File: src/rtl/core/assert_macros.svh
// Assertion macros shared by the parser RTL.
// Depends on nothing; files that check their own logic include it.
`ifndef ASSERT_MACROS_SVH
`define ASSERT_MACROS_SVH
`ifndef NO_ASSERTIONS
// Check a property on every rising edge, skipped while reset is held.
`define ASSERT_CLK(label, clk, rst_n, prop) \
    label: assert property (@(posedge clk) disable iff (!rst_n) (prop)) \
        else $error("assertion failed");
// Check that a condition never holds on a rising edge outside reset.
`define ASSERT_NEVER(label, clk, rst_n, cond) \
    label: assert property (@(posedge clk) disable iff (!rst_n) !(cond)) \
        else $error("forbidden condition seen");
`else
`define ASSERT_CLK(label, clk, rst_n, prop)
`define ASSERT_NEVER(label, clk, rst_n, cond)
`endif
`endif

File: src/rtl/core/tlvp_pkg.sv
// Types and codes of the TLV update-response parser.
// Depends on nothing; used by tlvp_core and the top level.
package tlvp_pkg;

    // Record ids on the wire
    localparam logic [7:0] HOST_ID   = 8'd1;
    localparam logic [7:0] PORT_ID   = 8'd2;
    localparam logic [7:0] PATH_ID   = 8'd3;
    localparam logic [7:0] UPDATE_ID = 8'd4;

    // Parse phases
    localparam logic [1:0] PH_ID  = 2'd0;
    localparam logic [1:0] PH_LEN = 2'd1;
    localparam logic [1:0] PH_VAL = 2'd2;

    // Record kinds
    localparam logic [1:0] K_HOST = 2'd0;
    localparam logic [1:0] K_PORT = 2'd1;
    localparam logic [1:0] K_PATH = 2'd2;
    localparam logic [1:0] K_UPD  = 2'd3;

    // Event kinds
    localparam logic [2:0] EV_NONE      = 3'd0;
    localparam logic [2:0] EV_HOST_CHAR = 3'd1;
    localparam logic [2:0] EV_PATH_CHAR = 3'd2;
    localparam logic [2:0] EV_PORT      = 3'd3;
    localparam logic [2:0] EV_UPDATE    = 3'd4;
    localparam logic [2:0] EV_EMPTY_END = 3'd5;

    // Error codes
    localparam logic [2:0] ERR_NONE     = 3'd0;
    localparam logic [2:0] ERR_UNKNOWN  = 3'd1;
    localparam logic [2:0] ERR_PORT_LEN = 3'd2;
    localparam logic [2:0] ERR_BOOL_LEN = 3'd3;
    localparam logic [2:0] ERR_TRUNC    = 3'd4;

    // Fixed lengths of the numeric records
    localparam logic [7:0] PORT_LEN = 8'd4;
    localparam logic [7:0] BOOL_LEN = 8'd1;

    typedef struct packed {
        logic [7:0] data_byte;
        logic       last_byte;
    } t_in_word;

    typedef struct packed {
        logic [2:0]  event_kind;
        logic        string_field;
        logic [7:0]  char_value;
        logic        string_last;
        logic [31:0] port_value;
        logic        update_flag;
        logic        message_end;
        logic [2:0]  error_code;
    } t_out_word;

endpackage

File: src/rtl/core/tlvp_core.sv
// Parse state and per-byte decode of the TLV update-response parser.
// Depends on tlvp_pkg and assert_macros.svh.
`include "assert_macros.svh"

module tlvp_core (
    input  logic                 i_clk,
    input  logic                 i_rst_n,
    input  logic                 i_advance,
    input  tlvp_pkg::t_in_word   i_word,
    output tlvp_pkg::t_out_word  o_result
);

    logic [1:0]  r_phase, n_phase;
    logic [1:0]  r_kind,  n_kind;
    logic [7:0]  r_left,  n_left;
    logic [23:0] r_acc,   n_acc;
    logic        r_err,   n_err;

    logic               w_final;
    tlvp_pkg::t_out_word w_res;

    logic w_end;
    logic w_idle;
    logic w_fault;
    logic w_quiet;

    assign w_final = (r_left <= 8'd1);

    // Decode one word against the current phase
    always_comb begin
        n_phase = r_phase;
        n_kind  = r_kind;
        n_left  = r_left;
        n_acc   = r_acc;
        n_err   = r_err;
        w_res   = '0;
        w_res.message_end = i_word.last_byte;

        if (!r_err) begin
            case (r_phase)
                tlvp_pkg::PH_LEN: begin
                    if (r_kind == tlvp_pkg::K_PORT &&
                        i_word.data_byte != tlvp_pkg::PORT_LEN) begin
                        w_res.error_code = tlvp_pkg::ERR_PORT_LEN;
                    end else if (r_kind == tlvp_pkg::K_UPD &&
                                 i_word.data_byte != tlvp_pkg::BOOL_LEN) begin
                        w_res.error_code = tlvp_pkg::ERR_BOOL_LEN;
                    end else if ((r_kind == tlvp_pkg::K_HOST || r_kind == tlvp_pkg::K_PATH) &&
                                 i_word.data_byte == 8'd0) begin
                        w_res.event_kind   = tlvp_pkg::EV_EMPTY_END;
                        w_res.string_field = (r_kind == tlvp_pkg::K_PATH);
                        n_phase            = tlvp_pkg::PH_ID;
                    end else if (i_word.last_byte) begin
                        w_res.error_code = tlvp_pkg::ERR_TRUNC;
                    end else begin
                        n_left  = i_word.data_byte;
                        n_acc   = '0;
                        n_phase = tlvp_pkg::PH_VAL;
                    end
                end
                tlvp_pkg::PH_VAL: begin
                    if (i_word.last_byte && !w_final) begin
                        w_res.error_code = tlvp_pkg::ERR_TRUNC;
                    end else begin
                        case (r_kind)
                            tlvp_pkg::K_HOST, tlvp_pkg::K_PATH: begin
                                w_res.event_kind  = (r_kind == tlvp_pkg::K_HOST) ?
                                                    tlvp_pkg::EV_HOST_CHAR :
                                                    tlvp_pkg::EV_PATH_CHAR;
                                w_res.char_value  = i_word.data_byte;
                                w_res.string_last = w_final;
                            end
                            tlvp_pkg::K_PORT: begin
                                if (w_final) begin
                                    w_res.event_kind = tlvp_pkg::EV_PORT;
                                    w_res.port_value = {r_acc, i_word.data_byte};
                                end else begin
                                    n_acc = {r_acc[15:0], i_word.data_byte};
                                end
                            end
                            default: begin
                                w_res.event_kind  = tlvp_pkg::EV_UPDATE;
                                w_res.update_flag = (i_word.data_byte == 8'd1);
                            end
                        endcase
                        // Close the record or count down the value bytes
                        if (w_final) begin
                            n_left  = '0;
                            n_phase = tlvp_pkg::PH_ID;
                        end else begin
                            n_left = r_left - 8'd1;
                        end
                    end
                end
                default: begin
                    if (i_word.data_byte inside {tlvp_pkg::HOST_ID, tlvp_pkg::PORT_ID,
                                                 tlvp_pkg::PATH_ID, tlvp_pkg::UPDATE_ID}) begin
                        case (i_word.data_byte)
                            tlvp_pkg::HOST_ID: n_kind = tlvp_pkg::K_HOST;
                            tlvp_pkg::PORT_ID: n_kind = tlvp_pkg::K_PORT;
                            tlvp_pkg::PATH_ID: n_kind = tlvp_pkg::K_PATH;
                            default:           n_kind = tlvp_pkg::K_UPD;
                        endcase
                        if (i_word.last_byte) begin
                            w_res.error_code = tlvp_pkg::ERR_TRUNC;
                        end else begin
                            n_phase = tlvp_pkg::PH_LEN;
                        end
                    end else begin
                        w_res.error_code = tlvp_pkg::ERR_UNKNOWN;
                    end
                end
            endcase

            // Drop any partial result and latch the error
            if (w_res.error_code != tlvp_pkg::ERR_NONE) begin
                w_res.event_kind   = tlvp_pkg::EV_NONE;
                w_res.string_field = 1'b0;
                w_res.char_value   = '0;
                w_res.string_last  = 1'b0;
                w_res.port_value   = '0;
                w_res.update_flag  = 1'b0;
                n_err              = 1'b1;
            end
        end

        // Return to reset state at message end
        if (i_word.last_byte) begin
            n_phase = tlvp_pkg::PH_ID;
            n_kind  = tlvp_pkg::K_HOST;
            n_left  = '0;
            n_acc   = '0;
            n_err   = 1'b0;
        end
    end

    assign o_result = w_res;

    // Advance the parse state on each consumed word
    always_ff @(posedge i_clk) begin
        if (!i_rst_n) begin
            r_phase <= tlvp_pkg::PH_ID;
            r_kind  <= tlvp_pkg::K_HOST;
            r_left  <= '0;
            r_acc   <= '0;
            r_err   <= 1'b0;
        end else if (i_advance) begin
            r_phase <= n_phase;
            r_kind  <= n_kind;
            r_left  <= n_left;
            r_acc   <= n_acc;
            r_err   <= n_err;
        end
    end

    // Terms of the checks below
    assign w_end   = i_advance && i_word.last_byte;
    assign w_idle  = (r_phase == tlvp_pkg::PH_ID) && !r_err && (r_left == 8'd0);
    assign w_fault = (o_result.error_code != tlvp_pkg::ERR_NONE);
    assign w_quiet = !w_fault && (o_result.event_kind == tlvp_pkg::EV_NONE);

    `ASSERT_CLK(a_end_clears, i_clk, i_rst_n, w_end |=> w_idle)
    `ASSERT_CLK(a_err_latches, i_clk, i_rst_n, (i_advance && !i_word.last_byte && w_fault) |=> r_err)
    `ASSERT_CLK(a_latched_quiet, i_clk, i_rst_n, r_err |-> w_quiet)
    `ASSERT_NEVER(a_err_no_event, i_clk, i_rst_n, w_fault && o_result.event_kind != tlvp_pkg::EV_NONE)

endmodule

File: src/rtl/core/tlv_update_response_parser_top.sv
// Top level of the TLV update-response parser: input and result registers.
// Depends on tlvp_pkg and tlvp_core.
//
// Usage: bytes of a response message enter on the input channel
// (i_in_valid / o_in_ready / i_in_word), one word per byte, with last_byte
// set on the final byte of the message. Each accepted word gives exactly
// one result word on the output channel (o_out_valid / i_out_ready /
// o_out_word), in order; event_kind 0 means the byte produced nothing.
// A word accepted into the input register has its result captured in the
// result register. Throughput: one word per cycle unless the receiver
// stalls; the parse state is a single small register set updated as each
// word leaves the input register.
// Reset clears both register stages and the parse state to expect an id.
// When the receiver stalls, the result register holds, the input register
// fills behind it, and o_in_ready drops; nothing is lost or repeated.
// An error latches until the word with last_byte set, then clears.

module tlv_update_response_parser_top (
    input  logic                 i_clk,
    input  logic                 i_rst_n,
    input  logic                 i_in_valid,
    output logic                 o_in_ready,
    input  tlvp_pkg::t_in_word   i_in_word,
    output logic                 o_out_valid,
    input  logic                 i_out_ready,
    output tlvp_pkg::t_out_word  o_out_word
);

    logic                r_in_valid;
    tlvp_pkg::t_in_word  r_in_word;
    logic                r_out_valid;
    tlvp_pkg::t_out_word r_out_word;

    logic                w_out_free;
    logic                w_advance;
    tlvp_pkg::t_out_word w_result;

    // Move a word forward when the result register can take it
    assign w_out_free = !r_out_valid || i_out_ready;
    assign w_advance  = r_in_valid && w_out_free;
    assign o_in_ready = !r_in_valid || w_advance;

    tlvp_core u_core (
        .i_clk     (i_clk),
        .i_rst_n   (i_rst_n),
        .i_advance (w_advance),
        .i_word    (r_in_word),
        .o_result  (w_result)
    );

    // Track occupancy of both stages
    always_ff @(posedge i_clk) begin
        if (!i_rst_n) begin
            r_in_valid  <= 1'b0;
            r_out_valid <= 1'b0;
        end else begin
            if (o_in_ready) begin
                r_in_valid <= i_in_valid;
            end
            if (w_out_free) begin
                r_out_valid <= r_in_valid;
            end
        end
    end

    // Capture payload words
    always_ff @(posedge i_clk) begin
        if (o_in_ready && i_in_valid) begin
            r_in_word <= i_in_word;
        end
        if (w_advance) begin
            r_out_word <= w_result;
        end
    end

    assign o_out_valid = r_out_valid;
    assign o_out_word  = r_out_word;

endmodule
File: config.mk
export PLATFORM = sky130hd
export DESIGN_NAME = tlv_update_response_parser_top
export DESIGN_NICKNAME = d
export VERILOG_FILES = /design/src/rtl/core/tlvp_pkg.sv /design/src/rtl/core/tlvp_core.sv /design/src/rtl/core/tlv_update_response_parser_top.sv
export VERILOG_INCLUDE_DIRS = /design/src /design/src/rtl/core
export SDC_FILE = /design/constraint.sdc
export NUM_CORES = 1
export LEC_CHECK = 0
export BUFFER_PORTS_ARGS = -buffer_cell sky130_fd_sc_hd__buf_2
export CAP_MARGIN = 10
export CELL_PAD_IN_SITES_DETAIL_PLACEMENT = 0
export CELL_PAD_IN_SITES_GLOBAL_PLACEMENT = 1
export CORE_MARGIN = 4
export CORE_UTILIZATION = 45
export DETAILED_ROUTE_END_ITERATION = 12
export GPL_TIMING_DRIVEN = 0
export HOLD_SLACK_MARGIN = 0.08
export PLACE_DENSITY = 0.88
export SETUP_SLACK_MARGIN = 0.15
export SLEW_MARGIN = 0
export SYNTH_ARGS = -nofsm -noshare
export SYNTH_HDL_FRONTEND = slang
export SYNTH_SLANG_ARGS = --single-unit
File: constraint.sdc
create_clock -name i_clk -period 2.85 [get_ports i_clk]
set_clock_uncertainty 0.05 [all_clocks]
set_input_delay 0.1425 -clock i_clk [delete_from_list [all_inputs] [get_ports i_clk]]
set_output_delay 0.1425 -clock i_clk [all_outputs]
set_load 0.1 [all_outputs]
Word level (Yosys, flattened, before mapping)
Cells that the tools add are included.
Word-level totals
  output and inout bits: 52
  bits in registers: 98
  bits of input ports: 13
Cells by class
  muxes and demuxes: 50
  reduce and logical (&&, ||, !) cells: 30
  bitwise operators: 6
  add/subtract/negate cells: 1
  $lt $le $gt $ge: 1
  equal/unequal tests: 20
Operators with widths (count)
  24-bit 2-to-1 mux: 8
  8-bit 2-to-1 mux: 7
  24-bit one-hot mux with 2 select lines: 1
  2-bit 2-to-1 mux: 14
  3-bit 2-to-1 mux: 8
  3-bit one-hot mux with 2 select lines: 3
  8-bit by 2-bit equality test with 1-bit output, second input constant: 2
  8-bit one-hot mux with 2 select lines: 1
  3-bit inequality test, second input constant: 5
  7-bit AND reduction: 2
  4-bit 2-to-1 mux: 3
  6-bit OR reduction: 2
  9-bit AND reduction: 1
  8-bit by 1-bit equality test with 1-bit output, second input constant: 1
  8-bit by 3-bit equality test with 1-bit output, second input constant: 1
  8-bit by 1-bit less-or-equal comparator with 1-bit output, second input constant: 1
  8-bit zero test: 1
  8-bit by 1-bit inequality test with 1-bit output, second input constant: 1
  8-bit by 3-bit inequality test with 1-bit output, second input constant: 1
  4-bit nonzero test: 2
  8-bit by 1-bit subtractor with 8-bit output, second input constant: 1
  7-bit OR reduction: 1
  2-bit equality test, second input constant: 3
  1-bit logical AND: 6
  other kinds (16): 32

Longest topological paths before layout
Gate-level depths: netlist (run 1).
  depth in word-level cells: 12
  depth in mapped cells: 8
  mapped depth without buffers: 7

Hierarchy
From an unflattened synthesis (run 1), not the netlist that was laid out.
Second synthesis, totals
  cells, all modules: 403
  area, all modules: 4618.2 µm²
By module, submodules not included
  tlvp_core: times used 1, seq. area each 740.7 µm², cells each 335, area each 2742.6 µm²
  tlv_update_response_parser_top: times used 1, seq. area each 1811.7 µm², cells each 68, area each 1875.5 µm²

Worst setup path before layout (run 1)
Ideal clock, no wire load.
  path kind: register to register
  start point: register r_out_valid, in the netlist o_out_valid
  end point: register u_core.r_kind[0]
  slack: 0.105 ns
  stages on the path, launching flop included: 6
  data required time: 2.684 ns
  data arrival time: 2.579 ns
  clock period less this slack: 2.745 ns
  cell sequence: dfxtp_1 nand2b_1 nand2_1 inv_1 o21ai_0 a31o_2
On the way
  longest elaborated chain between the ends: 4
Ends and longest elaborated chain
  start, declared: line tlv_update_response_parser_top.sv:31  | logic r_out_valid;
  start signal, assigned: line tlv_update_response_parser_top.sv:61  | r_out_valid <= r_in_valid;
  1-bit zero test: line tlv_update_response_parser_top.sv:39  | assign w_out_free = !r_out_valid || i_out_ready;
  1-bit logical OR: line tlv_update_response_parser_top.sv:39
  1-bit logical AND: line tlv_update_response_parser_top.sv:40  | assign w_advance = r_in_valid && w_out_free;
  net u_core.i_advance: line tlvp_core.sv:8  | input logic i_advance,
  4-bit AND reduction (no line)
  end signal, assigned: line tlvp_core.sv:143  | r_kind <= tlvp_pkg::K_HOST;
  end signal, assigned: line tlvp_core.sv:149  | r_kind <= n_kind;
  end, declared: line tlvp_core.sv:14  | logic [1:0] r_kind, n_kind;
The timed path passes the listed nets, and every way through them passes these cells.
A chain may end at the register's enable or synchronous reset.

Final worst setup path (run 1)
  start point: register r_in_word[8] in the netlist's numbering
  end point: register r_out_word (netlist bit o_out_word[47]), data pin
On the way
  longest elaborated chain between the ends: 9
Ends and longest elaborated chain
  start, declared: line tlv_update_response_parser_top.sv:30  | tlvp_pkg::t_in_word r_in_word;
  start signal, assigned: line tlv_update_response_parser_top.sv:69  | r_in_word <= i_in_word;
  8-bit zero test: line tlvp_core.sv:49  | i_word.data_byte == 8'd0) begin
  1-bit logical AND: line tlvp_core.sv:48  | end else if ((r_kind == tlvp_pkg::K_HOST || r_kind == tlvp_pkg::K_PATH) &&
  3-bit 2-to-1 mux: line tlvp_core.sv:48
  3-bit 2-to-1 mux: line tlvp_core.sv:45  | end else if (r_kind == tlvp_pkg::K_UPD &&
  3-bit 2-to-1 mux: line tlvp_core.sv:42  | if (r_kind == tlvp_pkg::K_PORT &&
  3-bit one-hot mux with 2 select lines: line tlvp_core.sv:40  | case (r_phase)
  3-bit 2-to-1 mux: line tlvp_core.sv:39  | if (!r_err) begin
  3-bit nonzero test: line tlvp_core.sv:116  | if (w_res.error_code != tlvp_pkg::ERR_NONE) begin
  2-bit OR reduction (no line)
  end signal, assigned: line tlv_update_response_parser_top.sv:72  | r_out_word <= w_result;
  end, declared: line tlv_update_response_parser_top.sv:32  | tlvp_pkg::t_out_word r_out_word;
Parallel ways exist; a longest one is shown, timed or not. The select of a mux whose other input is x is not followed.

==> impl_results.md, run 1 <==
- Status: completed
- CTS tree: done
- Diodes inserted: 0
- VDD IR-drop max: 0.348 mV
- Row count: 37
- Leakage: 1.92 nW
- Initial antenna violation count: 0
- Share of cells above drive strength 1: 24.4%
- # IOs: 65
- Reg area: 2550 sq um
- Routed WL: ~10 mm
- Final setup violation count: 0
- Slowest Stage Delay on Critical Path: ~0.6 ns
- YS warnings: 0
- RR Startpoint: r_in_word[8]
- Critical path endpoint category: flip-flop
- Global-route wire length before repair: 17.9 mm
- Die X: roughly 110 um
- Final ANT Viol Nets: 0
- Min Tclk post-route: around 2.6 ns
- Max-cap violations: 0
- CTS Buffer Depth: 2
- GRT overflow: 0
- Detailed-route DRC error count: 0
- Final setup TNS: 0 ns
- Root buffer cell: clkbuf_8
- Die H: around 110 um
- Worst Hold Class: input pin to flip-flop
- CTS Buf Count: 9
- Hold Startpoint: i_rst_n
- Design area: about 5600 sq um
- Placeable Area: between 10000 and 15000 sq um
- Drt wl/cell: around 15 um
- Gpl congestion: approximately 0.86
- Via count: 3612
- Initial Util: a little under half
- Area share of the largest cell type after synthesis: between 30% and 40%
- Max-slew violation count: 0
- Post-synthesis cell count: approximately 440
- Global-route usage over all layers: between 15 and 20%
- Drt first pass iters: 5
- Yosys reg bits: 98
- Worst-Margin Slew: 0.989 ns
- Crit path cell chain: or4_4 -> o31ai_4 -> or3b_1 -> buf_2 -> a32oi_4 -> nor4_2
- Clk pin slew, worst setup/hold paths: about 0.10 ns
- Slew headroom: between 30% and 40%
- Synth top area cells: edfxtp_1, dfxtp_1, nand2_1
- Vias in the first global route: roughly 3700
- Starting DRT DRC Count: ~240
- Post-DP Area: between 5000 and 6000 sq um
- Pwr/cell area: 528 nW/um^2
- Port bufs: 63
- Period utilization: about 91%
- Post-synthesis sequential area ratio: between 50% and 60%
- Synth area leader: edfxtp_1
- Synthesized area: approximately 4700 sq um
- Post-synth net total: 465
- Die ar.: 12200 sq um
- Largest net degree at the start of global routing: 52
- RSZ-0062 raised after global routing: true
- Fillers: around 920
- Post-synthesis cell type count: 67
- Setup crit start: r_in_word[8]
- H-tree Lvls: 3
- Critical path class: flip-flop to flip-flop
- Clk sinks: 98
- Top_reg_cell synth: edfxtp_1
- Worst skew pair latency: between 0.3 and 0.4 ns
- Peak Freq: 0.386 GHz
- Slowest stage cell, crit path: or4_4
- Synth async-reset ratio: 0%
- Startpoint Class: flip-flop
- Fin Hold WS: 0.275 ns
- Syn_area_per_cell: between 10 and 15 sq um
- Final hold violation count: 0
- Nets: ~560
- Crit Path Max Fanout: 10
- DP HPWL: 7.45 mm
- Multi-input gate area: 1980 sq um
- Post-synth EDFFs: just under 60
- Area Overhead vs Synth: 19.0%
- Via/cell ratio: between 5 and 6
- Critical path required time: between 2 and 3 ns
- CP arrival: roughly 2.7 ns
area by class of cell:
type / instances / area share, %
Buffer: 31 / 3.02
Clock buffer: 9 / 2.20
Clock inverter: 7 / 1.62
Inverter: 13 / 0.934
Multi-Input combinational cell: 301 / 35.2
Sequential cell: 98 / 45.4
Tap cell: 136 / 3.02
Timing Repair Buffer: 82 / 8.63
registers in the layout (all words and copies together) (netlist names):
name	cells
u_core.r_left	8
u_core.r_acc	24
o_out_valid	1
u_core.r_kind	2
r_in_valid	1
o_out_word	50
u_core.r_phase	2
u_core.r_err	1
r_in_word	9
synthesized netlist by cell type (2+ instances only):
library cell and instances:
a21o_1 2, a21oi_1 12, a21oi_2 2, a32o_1 9, and2_1 2, and3_1 2
buf_1 2, buf_2 6, buf_6 3, buf_8 2, clkbuf_1 17, dfxtp_1 39
edfxtp_1 59, ha_1 9, inv_1 12, mux2i_1 28, nand2_1 100, nand2b_1 3
nand3_1 3, nand4_1 4, nor2_1 16, nor2b_1 3, nor3_1 36, nor3_2 8
nor3b_1 2, nor4_1 7, nor4b_1 2, o21ai_0 3, o2bb2ai_1 4, o31ai_1 2
o31ai_4 2, or2_2 4, or3_1 2, or3b_1 2, xor2_1 2
path summary, 6_finish.rpt:
check | to | slack (ns) | cells after the start
setup / recovery | o_out_word[47] | 0.26 | 6
hold / removal | u_core.r_phase[1] | 0.27 | 3
setup reg to reg | o_out_word[47] | 0.26 | 6
hold reg to reg | u_core.r_acc[17] | 0.41 | 2
metal layers:
metal	vias to the layer above	share of wire [%]	track usage [%]	routed length, um
met2	121	50	30.2	5260
met5	-	0	0	0
met3	22	5.4	3.45	568
li1	1779	-	-	-
met1	1690	42	21.7	4400
met4	0	2.1	7.06	216
stage by stage:
step	cells	utilization, %	total power [W]	setup slack, ns
global route	677	54.7	0.00309	0.127
detailed placement	642	50.8	0.00202	-0.0463
floorplan	443	-	0.00194	0.198
CTS	672	54.2	0.00298	0.143
global placement	642	50.8	0.00201	0.0256
finish	677	54.7	0.00297	0.260
critical path: cells and delay by family (launching register included):
family / cells / cell delay, ns
buffers and inverters: 1 / 0.16
flip-flops: 1 / 0.41
AND/OR/NAND/NOR: 3 / 1.16
AO/OA/AOI/OAI: 2 / 0.59
cell usage in the layout (no fill, tap or decap), drive strengths merged, types with 11 or more instances in the layout:
cell type / instances
dfxtp: 39
buf: 84
mux2i: 28
dlygate4sd3: 11
nor2: 16
clkbuf: 27
inv: 12
a21oi: 14
nand2: 100
edfxtp: 59
nor3: 45
cells by family after synthesis:
family / Yosys count / share of synthesized area, %
and+or+nand+nor: 209 / 22.8
DFF: 98 / 54.0
AOI/OAI and AO/OA: 52 / 9.74
buffers and inverters: 44 / 4.63
muxes: 28 / 5.93
adders and majority gates: 9 / 2.38
xor gates and xnor gates: 3 / 0.556
what timing repair did:
action                     in CTS  in global routing
pin swaps                       1                  2
hold endpoints to repair       11                  0
gates resized for setup         1                  3
buffers inserted                3                  5
hold buffers                   11                  0
setup endpoints to repair      37                 55
power by group:
group	switching, W	total [W]	internal, W
clock network	0.000475	0.000968	0.000493
logic	0.000350	0.000448	0.0000990
registers	0.0000147	0.00155	0.00154
Note: power is estimated with default switching activity, not from simulation.
==> inputs of run 2 (changes only) <==
--- a/config.mk
+++ b/config.mk
@@ -20,4 +20,5 @@
 export SLEW_MARGIN = 0
 export SYNTH_ARGS = -nofsm -noshare
 export SYNTH_HDL_FRONTEND = slang
+export SYNTH_HIERARCHICAL = 1
 export SYNTH_SLANG_ARGS = --single-unit
==> impl_results.md, run 2 <==
- Post-synthesis cell count: a little over 400
- Most common cell after layout, fill and taps aside: buf_2
- Vias in the first global route: 3272
- Slew headroom: between 40% and 50%
- CTS Buf Count: 9
- Top_reg_cell synth: edfxtp_1
- RR Startpoint: r_in_word[4]
- Global-route usage over all layers: roughly 18%
- Synth async-reset ratio: 0%
- Fin Hold WS: between 0.3 and 0.4 ns
- Critical path required time: between 2 and 3 ns
- Post-synth net total: between 400 and 500
- Final ANT Viol Nets: 0
- Placeable Area: around 10000 sq um
- CTS Buffer Depth: 2
- Diodes inserted: 0
- Share of cells above drive strength 1: between 20% and 30%
- Initial antenna violation count: 0
- Min Tclk post-route: roughly 2.6 ns
- Synth area leader: edfxtp_1
- Area share of the largest cell type after synthesis: a little under two fifths
- Final hold violation count: 0
- Critical path endpoint category: flip-flop
- VDD IR-drop max: 0.231 mV
- Worst skew pair latency: roughly 0.37 ns
- Flop2flop setup slack: about 0.23 ns
- Crit Path Max Fanout: 10
- Post-synthesis cell type count: approximately 70
- Drt wl/cell: ~16 um
- Final setup TNS: 0 ns
- Via/cell ratio: 5.47
- Routed WL: between 10 and 15 mm
- Die H: 109 um
- Fillers: 863
- Most frequent cells in the layout: buf_2, nand2_1, edfxtp_1, dfxtp_1, and4_1
- Root buffer cell: clkbuf_8
- # IOs: 65
- Nets: approximately 510
- Min-Delay Endpoint: o_out_word[3]
- Syn_area_per_cell: about 11 sq um
- Largest net degree at the start of global routing: 41
- Max reg flops: 50
- Via count: roughly 3500
- Die ar.: roughly 12000 sq um
- Gpl congestion: around 0.85
- Initial Util: a little under half
- Most common cell in the netlist: nand2_1
- Hold-critical path depth: 3
- Final setup violation count: 0
- Post-synth top cells: nand2_1, edfxtp_1, dfxtp_1
- Synthesized area: ~4600 sq um
- CTS tree: done
- Starting DRT DRC Count: 257
- Worst-Margin Slew: between 0.8 and 0.9 ns
- Worst Hold Class: input pin to flip-flop
- Leakage: around 2.2 nW
- Post-synth EDFFs: 59
- Pwr/cell area: between 500 and 600 nW/um^2
- Synth top area cells: edfxtp_1, dfxtp_1, and4_1
- Period utilization: roughly nine tenths
- Hold Startpoint: i_out_ready
- Die X: 109 um
- H-tree Lvls: 3
- RSZ-0062 raised after global routing: false
- Max-cap violations: 0
- Detailed-route DRC error count: 0
- Drt first pass iters: 5
- Max-slew violation count: 0
- R2r endpoint: o_out_word[23]
- Row count: 36
- Clk pin slew, worst setup/hold paths: approximately 0.11 ns
- Global-route wire length before repair: approximately 16 mm
- Critical path class: flip-flop to flip-flop
- Area Overhead vs Synth: 19.2%
- Port bufs: 64
- YS warnings: 6
- FF-to-FF path depth: 6
- Status: completed
- GRT overflow: 0
- CP arrival: 2.69 ns
- Peak Freq: around 0.38 GHz
- Yosys reg bits: 98
- Startpoint Class: flip-flop
- Post-synthesis sequential area ratio: 55.3%
- Clk sinks: between 90 and 100
- DP HPWL: just over 7 mm
==> run 2: worst max path at each step <==
stage	start	end	cells past startpoint
floorplan	o_out_valid	u_core/r_acc[10]	7
global placement	r_in_valid	u_core/r_acc[22]	6
detailed placement	u_core/r_left[0]	u_core/r_acc[4]	8
CTS	r_in_word[5]	o_out_word[23]	6
global route	r_in_word[4]	o_out_word[17]	6
finish	r_in_word[4]	o_out_word[23]	6
==> run 2: per-layer routing <==
layer  vias up  wire (um)  track usage [%]  part of all wire, %
met2       120       4680             27.4                   45
met5         -          0                0                    0
met3        16        677             3.58                  6.5
met4         0        190             6.77                  1.8
li1       1674          -                -                    -
met1      1661       4790             25.2                   46
==> run 2: final cells by class <==
| cell class | instances | area [sq um] | area share (%) |
|---|---|---|---|
| Sequential cell | 98 | 2550 | 46.4 |
| Multi-Input combinational cell | 261 | 1870 | 33.9 |
| Timing Repair Buffer | 82 | 500 | 9.10 |
| Buffer | 31 | 178 | 3.23 |
| Tap cell | 133 | 166 | 3.02 |
| Clock buffer | 9 | 124 | 2.25 |
| Clock inverter | 7 | 65.1 | 1.18 |
| Inverter | 13 | 48.8 | 0.887 |
==> run 2: what timing repair did <==
action	4_1_cts	5_1_grt
endpoints found under the hold margin	11	0
setup buffers	0	4
pin swaps	0	1
setup endpoints to repair	9	38
resized for setup	1	3
hold buffers	13	0
==> run 2: critical path: stages (launching register included) <==
cell	delay, ns
edfxtp_1	0.55
nor4_4	0.49
o211ai_2	0.26
a211oi_2	0.38
and4bb_4	0.29
buf_6	0.15
and4_1	0.20
==> run 2: cells by family after synthesis <==
logic type      share of synthesized area, %
flops                                   55.3
buf+inv                                 4.90
fa+ha+maj                               1.08
simple gates                            23.3
mux                                     6.34
compound gates                          8.32
xor+xnor                               0.759
==> run 2: power breakdown <==
group,leakage [nW],switching (W),internal [W]
sequential,0.874,0.0000298,0.00154
clock,0.0965,0.000512,0.000332
combinational,1.25,0.000352,0.000103
==> run 2: per-stage QoR <==
step | instances | power, W | util, % | setup WS [ns] | cell area (sq um)
after detailed placement | 601 | 0.00204 | 52.1 | 0.173 | 5140
final | 634 | 0.00287 | 55.8 | 0.232 | 5500
after global routing | 634 | 0.00298 | 55.8 | 0.146 | 5500
after global placement | 600 | 0.00203 | 51.9 | 0.00960 | 5120
after CTS | 630 | 0.00288 | 55.4 | 0.266 | 5470
after floorplan | 403 | 0.00195 | - | 0.216 | 4630
==> inputs of run 3 (changes only) <==
==> constraint.sdc (replaced) <==
create_clock -name i_clk -period 2.85 [get_ports i_clk]
set_clock_uncertainty 0.05 [all_clocks]
set_input_delay 0.7125 -clock i_clk [delete_from_list [all_inputs] [get_ports i_clk]]
set_output_delay 0.7125 -clock i_clk [all_outputs]
set_load 0.1 [all_outputs]
==> impl_results.md, run 3 (synthesized netlist as in run 2, its figures left out) <==
- Status: completed
- CTS Buf Count: 9
- FF-to-FF path depth: 6
- CTS Buffer Depth: 2
- Routed WL: roughly 10 mm
- Cell-internal power: around 0.002 W
- Fin Hold WS: approximately 0.42 ns
- Detailed-route DRC error count: 0
- Root buffer cell: clkbuf_8
- R2r endpoint: o_out_word[23]
- Nets: 500
- Die ar.: about 12000 sq um
- Layout Cells excl Fill: 621
- Min Tclk post-route: ~2.6 ns
- Worst-Margin Slew: between 0.8 and 0.9 ns
- Post-CTS Hold Fix Bufs: 0
- Most common cell after layout, fill and taps aside: buf_2
- Clk pin slew, worst setup/hold paths: between 0.1 and 0.15 ns
- Via/cell ratio: roughly 5.5
- Met2 routed WL: ~4.6 mm
- Wire length on met1: around 4.8 mm
- Total Power: ~0.0029 W
- Clock power share: 29.5%
- Vias in the first global route: 3233
- Critical path endpoint category: flip-flop
- Post-DP Area: ~5100 sq um
- Drt first pass iters: 5
- Worst Hold Class: flip-flop to flip-flop
- Final core utilization: a little over half
- Critical path class: flip-flop to flip-flop
- Period utilization: approximately 91%
- Initial Util: between 40 and 50%
- Diodes inserted: 0
- CP arrival: approximately 2.8 ns
- Combinational power share: 15.5%
- Max reg flops: 50
- Slew headroom: 41.3%
- Critical path required time: between 3 and 4 ns
- Final ANT Viol Nets: 0
- Die H: ~110 um
- Design area: 5370 sq um
- DP HPWL: a little over 7 mm
- Met3 Wirelength: approximately 600 um
- Share of cells above drive strength 1: 25.6%
- Leakage: roughly 2.2 nW
- Most frequent cells in the layout: buf_2, nand2_1, edfxtp_1, dfxtp_1, and4_1
- Global-route usage over all layers: around 18%
- Peak Freq: slightly below 0.4 GHz
- Final hold violation count: 0
- Flop2flop setup slack: approximately 0.25 ns
- Crit Path Max Fanout: 10
- Initial antenna violation count: 0
- Row count: 36
- Pwr/cell area: 531 nW/um^2
- Fillers: roughly 870
- RSZ-0062 raised after global routing: false
- Port bufs: 64
- Switching Share: between 30% and 40%
- Gpl congestion: between 0.8 and 0.9
- Die X: 109 um
- Placeable Area: just under 10000 sq um
- H-tree Lvls: 3
- Area Overhead vs Synth: 16.3%
- RR Startpoint: r_in_word[4]
- CTS tree: done
- Top Metal Used: met4
- Drt wl/cell: ~16 um
- Clk sinks: 98
- Setup crit start: r_in_word[4]
- GRT overflow: 0
- Via count: between 3000 and 4000
- Largest net degree at the start of global routing: between 40 and 50
- Net Sw Power: a little under 0.0009 W
- Critical path destination: o_out_word[23]
- Starting DRT DRC Count: roughly 260
- Startpoint Class: flip-flop
- Worst skew pair latency: about 0.37 ns
- Max-cap violations: 0
- Final setup violation count: 0
- Flop pwr share: ~55%
- Global-route wire length before repair: between 15 and 20 mm
- # IOs: 65
- Max-slew violation count: 0
- VDD IR-drop max: about 0.22 mV
- # placed instances: 601
run 3: layout make-up:
cell class                 count  area, sq um  share of cell area (%)
buffer                        31          178                    3.31
clock buffer                   9          124                    2.31
clock inverter                 7         65.1                    1.21
inverter                      13         48.8                   0.908
multi-input combinational    261         1870                    34.7
sequential                    98         2550                    47.5
tap                          133          166                    3.10
timing repair buffer          69          370                    6.89
run 3: power groups by stage:
stage          Combinational (W)  Sequential, W  Clock (W)
6_report                0.000441        0.00157   0.000840
5_1_grt                 0.000464        0.00157   0.000926
4_1_cts                 0.000436        0.00157   0.000862
3_5_place_dp            0.000433        0.00160          0
3_3_place_gp            0.000426        0.00160          0
2_1_floorplan           0.000142        0.00180          0
run 3: per-layer routing:
layer	vias to the layer above	global-route usage, %
met1	1650	25.1
met2	105	26.8
met3	18	3.76
li1	1648	-
met5	-	0
met4	0	6.77
run 3: worst min-delay path by stage:
stage	startpoint	cells past startpoint	to
after floorplan	u_core/r_acc[16]	2	u_core/r_acc[16]
after global placement	u_core/r_acc[16]	2	u_core/r_acc[16]
after detailed placement	u_core/r_acc[16]	2	u_core/r_acc[16]
after CTS	u_core/r_acc[16]	2	u_core/r_acc[16]
after global routing	i_in_word[7]	1	r_in_word[7]
final	u_core/r_acc[16]	2	u_core/r_acc[16]
run 3: metrics by stage:
stage	TNS, ns	setup slack (ns)
after floorplan	0	0.181
after global placement	-11.72	-0.393
after detailed placement	0	0.173
after CTS	0	0.266
after global routing	0	0.146
final	0	0.247
run 3: critical path: stages (launching register included):
cell	delay (ns)
edfxtp_1	0.55
nor4_4	0.47
a41oi_1	0.28
a311oi_2	0.38
and4bb_4	0.36
buf_6	0.15
and4_1	0.21
run 3: what timing repair did:
action                                  CTS  global route
pin swaps                                 0             1
setup buffers                             0             4
endpoints found under the setup margin    9            38
hold endpoints to repair                  0             0
resized for setup                         1             3
